### src/hdl/c3x3_pkg.sv
package c3x3_pkg;

  localparam int MaxWidth = 1024;
  localparam int ColW     = $clog2(MaxWidth);

  localparam logic [2:0] CfgWidth   = 3'd0;
  localparam logic [2:0] CfgHeight  = 3'd1;
  localparam logic [2:0] CfgKernTop = 3'd2;
  localparam logic [2:0] CfgKernMid = 3'd3;
  localparam logic [2:0] CfgKernBot = 3'd4;
  localparam logic [2:0] CfgDivider = 3'd5;
  localparam logic [2:0] CfgOffset  = 3'd6;

  typedef logic [31:0] pix_t;
  typedef pix_t [2:0][2:0] window_t;

  typedef struct packed {
    logic [10:0]       width;
    logic [15:0]       height;
    logic [2:0][23:0]  kern;
    logic [15:0]       divider;
    logic signed [8:0] offset;
  } cfg_t;

  typedef struct packed {
    logic       emit;
    logic       last;
    logic [8:0] mask;
  } tap_ctrl_t;

  typedef struct packed {
    logic             valid;
    logic             last;
    logic [7:0]       alpha;
    logic [2:0][25:0] num;
  } mac_out_t;

  typedef struct packed {
    logic            last;
    logic [7:0]      alpha;
    logic [2:0][7:0] chan;
  } res_t;

  typedef struct packed {
    logic             valid;
    logic             last;
    logic [7:0]       alpha;
    logic [2:0]       zero;
    logic [2:0]       full;
    logic [2:0][24:0] rem;
    logic [2:0][7:0]  quo;
  } div_stage_t;

endpackage

### src/hdl/c3x3_div.sv
module c3x3_div import c3x3_pkg::*; (
  input  logic        clk_i,
  input  logic        rst_ni,
  input  logic        en_i,
  input  logic [15:0] divider_i,
  input  mac_out_t    mac_i,
  output logic        valid_o,
  output res_t        res_o
);

  div_stage_t st_q [9];
  div_stage_t st_d [9];
  logic [24:0] dsh;

  always_comb begin
    st_d[0].valid = mac_i.valid;
    st_d[0].last  = mac_i.last;
    st_d[0].alpha = mac_i.alpha;
    st_d[0].quo   = '0;
    for (int ch = 0; ch < 3; ch++) begin
      st_d[0].zero[ch] = mac_i.num[ch][25];
      st_d[0].full[ch] = !mac_i.num[ch][25] &&
                         (mac_i.num[ch][24:0] >= {1'b0, divider_i, 8'd0});
      st_d[0].rem[ch]  = mac_i.num[ch][24:0];
    end
    // one quotient bit per stage, most significant first
    for (int s = 1; s < 9; s++) begin
      st_d[s] = st_q[s - 1];
      dsh     = {9'd0, divider_i} << (8 - s);
      for (int ch = 0; ch < 3; ch++) begin
        if (!st_q[s - 1].zero[ch] && !st_q[s - 1].full[ch] &&
            st_q[s - 1].rem[ch] >= dsh) begin
          st_d[s].rem[ch]       = st_q[s - 1].rem[ch] - dsh;
          st_d[s].quo[ch][8 - s] = 1'b1;
        end
      end
    end
  end

  always_ff @(posedge clk_i or negedge rst_ni) begin
    if (!rst_ni) begin
      for (int s = 0; s < 9; s++) begin
        st_q[s] <= '0;
      end
    end else if (en_i) begin
      st_q <= st_d;
    end
  end

  always_comb begin
    res_o.last  = st_q[8].last;
    res_o.alpha = st_q[8].alpha;
    for (int ch = 0; ch < 3; ch++) begin
      if (st_q[8].zero[ch]) begin
        res_o.chan[ch] = 8'd0;
      end else if (st_q[8].full[ch]) begin
        res_o.chan[ch] = 8'd255;
      end else begin
        res_o.chan[ch] = st_q[8].quo[ch];
      end
    end
  end

  assign valid_o = st_q[8].valid;

endmodule

### config.mk
export PLATFORM = sky130hd
export DESIGN_NAME = c3x3_div
export DESIGN_NICKNAME = d
export VERILOG_FILES = /design/src/hdl/c3x3_pkg.sv /design/src/hdl/c3x3_div.sv
export SDC_FILE = /design/constraint.sdc
export NUM_CORES = 2
export LEC_CHECK = 0
export BUFFER_PORTS_ARGS = -buffer_cell sky130_fd_sc_hd__buf_2
export CORE_MARGIN = 2
export CORE_UTILIZATION = 64
export CTS_BUF_LIST = sky130_fd_sc_hd__clkbuf_16
export DETAILED_ROUTE_END_ITERATION = 8
export PLACE_DENSITY_LB_ADDON = 0.3
export RECOVER_POWER = 25
export SETUP_SLACK_MARGIN = 0.05
export SLEW_MARGIN = 30
export SYNTH_ARGS = -nofsm -noshare
export SYNTH_HDL_FRONTEND = slang
export SYNTH_SLANG_ARGS = --single-unit
### constraint.sdc
create_clock -name clk_i -period 4.55 [get_ports clk_i]
set_clock_uncertainty 0.1 [all_clocks]
set_input_delay 0.6825 -clock clk_i [delete_from_list [all_inputs] [get_ports clk_i]]
set_output_delay 0.6825 -clock clk_i [all_outputs]
set_load 0.1 [all_outputs]
* Word-level counts from Yosys, hierarchy flattened *
Cells that the tools add are included.

cells by class
  $add $sub $neg = 21
  reduce and logical (&&, ||, !) cells = 102
  magnitude comparators = 27
  muxes and demuxes = 51

operator list
  operator                                      number
  two-way mux 25 bit                            21
  greater-or-equal comparator 25 x 16 -> 1 bit  3
  greater-or-equal comparator 25 x 17 -> 1 bit  3
  greater-or-equal comparator 25 x 18 -> 1 bit  3
  greater-or-equal comparator 25 x 19 -> 1 bit  3
  greater-or-equal comparator 25 x 20 -> 1 bit  3
  greater-or-equal comparator 25 x 21 -> 1 bit  3
  greater-or-equal comparator 25 x 22 -> 1 bit  3
  greater-or-equal comparator 25 x 23 -> 1 bit  3
  greater-or-equal comparator 25 x 24 -> 1 bit  3
  subtractor 25 x 17 -> 25 bit                  3
  subtractor 25 x 18 -> 25 bit                  3
  subtractor 25 x 19 -> 25 bit                  3
  subtractor 25 x 20 -> 25 bit                  3
  subtractor 25 x 21 -> 25 bit                  3
  subtractor 25 x 22 -> 25 bit                  3
  subtractor 25 x 23 -> 25 bit                  3
  logical AND 1 bit                             51
  logical NOT 1 bit                             51
  two-way mux 8 bit                             6
  two-way mux 1 bit                             24

storage, ports and cells
  word-level logic and storage cells = 294
  flip-flop bits (word level) = 852
  input port bits = 107

* Depth between registers and ports, before layout *
  depth in word-level cells = 4
  mapped depth = 14

* Least setup slack after synthesis *
No wires, ideal clock.

  path kind = in2reg
  from = input divider_i[1]
  to = register st_q (netlist bit st_d[473])
  stages = 11
  slack = 0.640 ns
  arrival time = 3.685 ns
  cell sequence = inv_1 fa_1 a21o_1 a21o_1 a21o_1 o21a_1 o41a_1 a31oi_2 nor2_4 buf_4 mux2_2

on the way
  word-level cells in the longest chain between the ends = 3

ends and longest elaborated chain
  element                                       RTL line        source
  start, declared                               c3x3_div.sv:5   input logic [15:0] divider_i,
  greater-or-equal comparator 25 x 21 -> 1 bit  c3x3_div.sv:32  st_q[s - 1].rem[ch] >= dsh) begin
  logical AND 1 bit                             c3x3_div.sv:31  if (!st_q[s - 1].zero[ch] && !st_q[s - 1].full[ch] &&
  two-way mux 1 bit                             c3x3_div.sv:31
  end signal, assigned                          c3x3_div.sv:46  st_q <= st_d;
  end, declared                                 c3x3_div.sv:11  div_stage_t st_q [9];

No other way between the ends.
A chain may end at the register's enable or synchronous reset.

* Final worst setup path *
  from = register st_q[280] (netlist name)
  to = register st_q[186] (netlist name)

on the way
  word-level cells in the longest chain between the ends = 3
  elaborated cells on any way between the ends = 4
  those cells by class = 1 x add/sub; 1 x order compare; 1 x mux; 1 x reduce/logical

ends and longest elaborated chain
  element                                       RTL line
  greater-or-equal comparator 25 x 17 -> 1 bit  c3x3_div.sv:32
  logical AND 1 bit                             c3x3_div.sv:31
  two-way mux 25 bit (*)                        c3x3_div.sv:31

Mark *: on every way between the ends. The rest lies on a longest branch, timed or not.

==> reports/results.tsv <==
metric	value	unit
Fin. Hold Viols	0	
setup slack at placement	0.371	ns
failing checks	max-capacitance violations, max-slew violations	
Most common cell on crit path	inv_1	
Via density	6.23	
CTS tree	done	
Seq pwr share	34.0	%
net count after synthesis	6317	
Synth cell types	98	
Synth area leader	dfrtp_1	
WL final	138000	um
total I/O pin count	141	
row count	107	
DR iter-0 viols	3558	
root buf cell	clkbuf_16	
Pleak	26.6	nW
Max Freq	273	MHz
placer congestion estimate	0.955	
area share of the leading cell type in the synthesized netlist	38.8	%
Tcrit/Tclk final	80.6	%
MaxCap Viol Count	14	
core area	85100	um2
CP max FO	4	
clock-pin slew on the worst setup and hold paths	0.06	ns
Warnings, synthesis	0	
DIE AREA	88200	um2
Antenna Nets Post-Route	0	
Total Routing Usage GR	31.0	%
global-route wire length before repair	224000	um
startpoint types	register	
DR DRC count	0	
Worst-Margin Slew	3.20	ns
gr ovfl total	0	
worst-case clock buffer depth	3	
fin area	60100	um2
power consumption	37.2	mW
ys async rst share	100	%
cts bufs inserted	94	
pins over their slew limit	1035	
post-layout minimum cycle time	3.67	ns
Worst slew margin	-113	%
via count	44300	
hpwl dp	100000	um
Crit path largest cell delay	0.49	ns
CP bufs+invs	2	
Post-synth EDFFs	0	
largest net degree at the start of global routing	162	
final setup margin	0.883	ns
Sw Ratio	41.9	%
Gate power share	46.6	%
post-synthesis cell count	5757	
FILL cells	6561	
htree depth	3	
P_sw	15.6	mW
vias in the first global route	42500	
power per cell area	618	nW/um2
register area share after synthesis	38.8	%
internal power	21.6	mW
Clk pwr share	19.4	%
Inserted Diodes	0	
ranking of synthesized cells by area	dfrtp_1 39%, ha_1 9.8%, mux2_2 7.7%, a21oi_1 6.3%, nor2_1 5.0%	
FF+latch area	21300	um2
Initial Util	64.5	%
# resized after CTS	0	
top-count cell post-synth	dfrtp_1	
Port Buffers	140	
clk_lat worst skew	0.69	ns
Final setup viols	0	
RSZ-0062 raised after global routing	no	
peak supply drop	0.000647	V
initial antenna violation count	4	
Req. time, crit path	4.90	ns
element type at the critical path end	register	
Crit Path Class	reg2reg	
nets	6446	
HP Class	in2reg	
Mapped Area	54900	um2
Wirelength per Cell	19.4	um
Mapped Avg Cell Area	9.54	um2
Area growth, synth to finish	9.52	%
run status	complete, but fails checks	
DP Area	57300	um2
setup TNS	0	ns
DR pass1 iterations	6	
Top delay family on crit path	compound AO/OA/AOI/OAI gates	
Yosys reg bits	852	
Die Y	297	um
layout cells sized above 1	14.1	%
footprint of the multi-input gates	32100	um2
cell chain of the critical path	inv_1 > ha_1 > inv_1 > fa_1 > a211o_1 > a21boi_0 > o211ai_1 > a2111o_1 > a2111oi_0 > nor3_1 > nand3_1 > xor2_1 > a21oi_1	
Critical Path AT	4.02	ns
slowest CP cell	a2111oi_0	
main flop type after synthesis	dfrtp_1	
die width	297	um
Sink Count	852	
most frequent cells after synthesis	852 x dfrtp_1, 737 x nor2_1, 690 x a21oi_1	
## power by group through the flow
stage               clock [mW]  combinational, mW  sequential (mW)
finish                    7.22               17.3             12.6
global route              7.64               19.2             12.9
CTS                       7.34               17.2             12.5
detailed placement           0               17.0             12.7
global placement             0               16.6             12.5
floorplan                    0               14.0             11.6
## cells by family (layout without fill, tap and decap cells)
logic type,after synthesis,count (layout),share of synthesized area (%)
buf+inv,379,583,2.80
mux,543,543,10.8
fa+ha+maj,453,453,10.6
simple gates,1655,1655,14.4
compound gates,1527,1527,17.1
flops,852,852,38.8
xor+xnor,348,348,5.55
## stage by stage
| stage | hold slack, ns | std cells | utilization, % |
|---|---|---|---|
| after global placement | 0.376 | 6933 | 67.4 |
| after detailed placement | 0.382 | 6933 | 67.4 |
| after global routing | 0.103 | 7105 | 70.6 |
| after floorplan | 0.287 | 5757 | - |
| after CTS | 0.0616 | 7105 | 70.8 |
| final | 0.0918 | 7105 | 70.6 |
## cell usage in the layout (no fill, tap or decap), types with 94 or more instances in the layout
cell type,n
a21o_1,153
a21oi_1,688
buf_2,138
clkbuf_16,96
dfrtp_1,852
ha_1,432
inv_1,163
mux2_2,376
mux2i_1,165
nand2_1,271
nor2_1,737
nor3_1,94
o21ai_0,257
xnor2_1,206
xor2_1,142
## final cells by class
cell class	count	area share, %
Sequential cell	852	35.5
Clock buffer	96	3.99
Multi-Input combinational cell	4526	53.4
Tap cell	1144	2.38
Inverter	152	0.953
Clock inverter	75	0.836
Timing Repair Buffer	260	3.02
## per-layer routing
metal  up-vias  routed length, um  global-route usage [%]
li1      21200                  -                       -
met1     21400              64700                    45.8
met2      1428              60700                    47.9
met3       243               8730                    3.75
met4         2               3680                    9.51
met5         -                 13                       0
## final timing paths
path,from,endpoint,slack [ns],depth (start not counted)
min reg2reg,st_q[142],st_q[142],0.39,2
min,mac_i[51],st_d[905],0.09,2
max in group asynchronous,rst_ni,st_d[675],1.37,3
min in group asynchronous,rst_ni,st_q[945],1.30,2
max,st_q[280],st_q[186],0.88,13
max reg2reg,st_q[280],st_q[186],0.88,13
## registers in the layout, summed over array words and instances (netlist names)
name / flops
valid_o: 1
st_q: 630
res_o: 9
st_d: 212
## repair_timing
item | in CTS | in global routing
hold buffers | 1 | 0
setup buffers | 0 | 0
hold endpoints to repair | 53 | 0
## worst reg2reg max path: stages, from the launching register on
cell and delay, ns:
dfrtp_1 0.40, inv_1 0.08, ha_1 0.15, inv_1 0.05, fa_1 0.42, a211o_1 0.33, a21boi_0 0.24, o211ai_1 0.16
a2111o_1 0.45, a2111oi_0 0.49, nor3_1 0.18, nand3_1 0.14, xor2_1 0.16, a21oi_1 0.08
(Power assumes the default switching activity.)
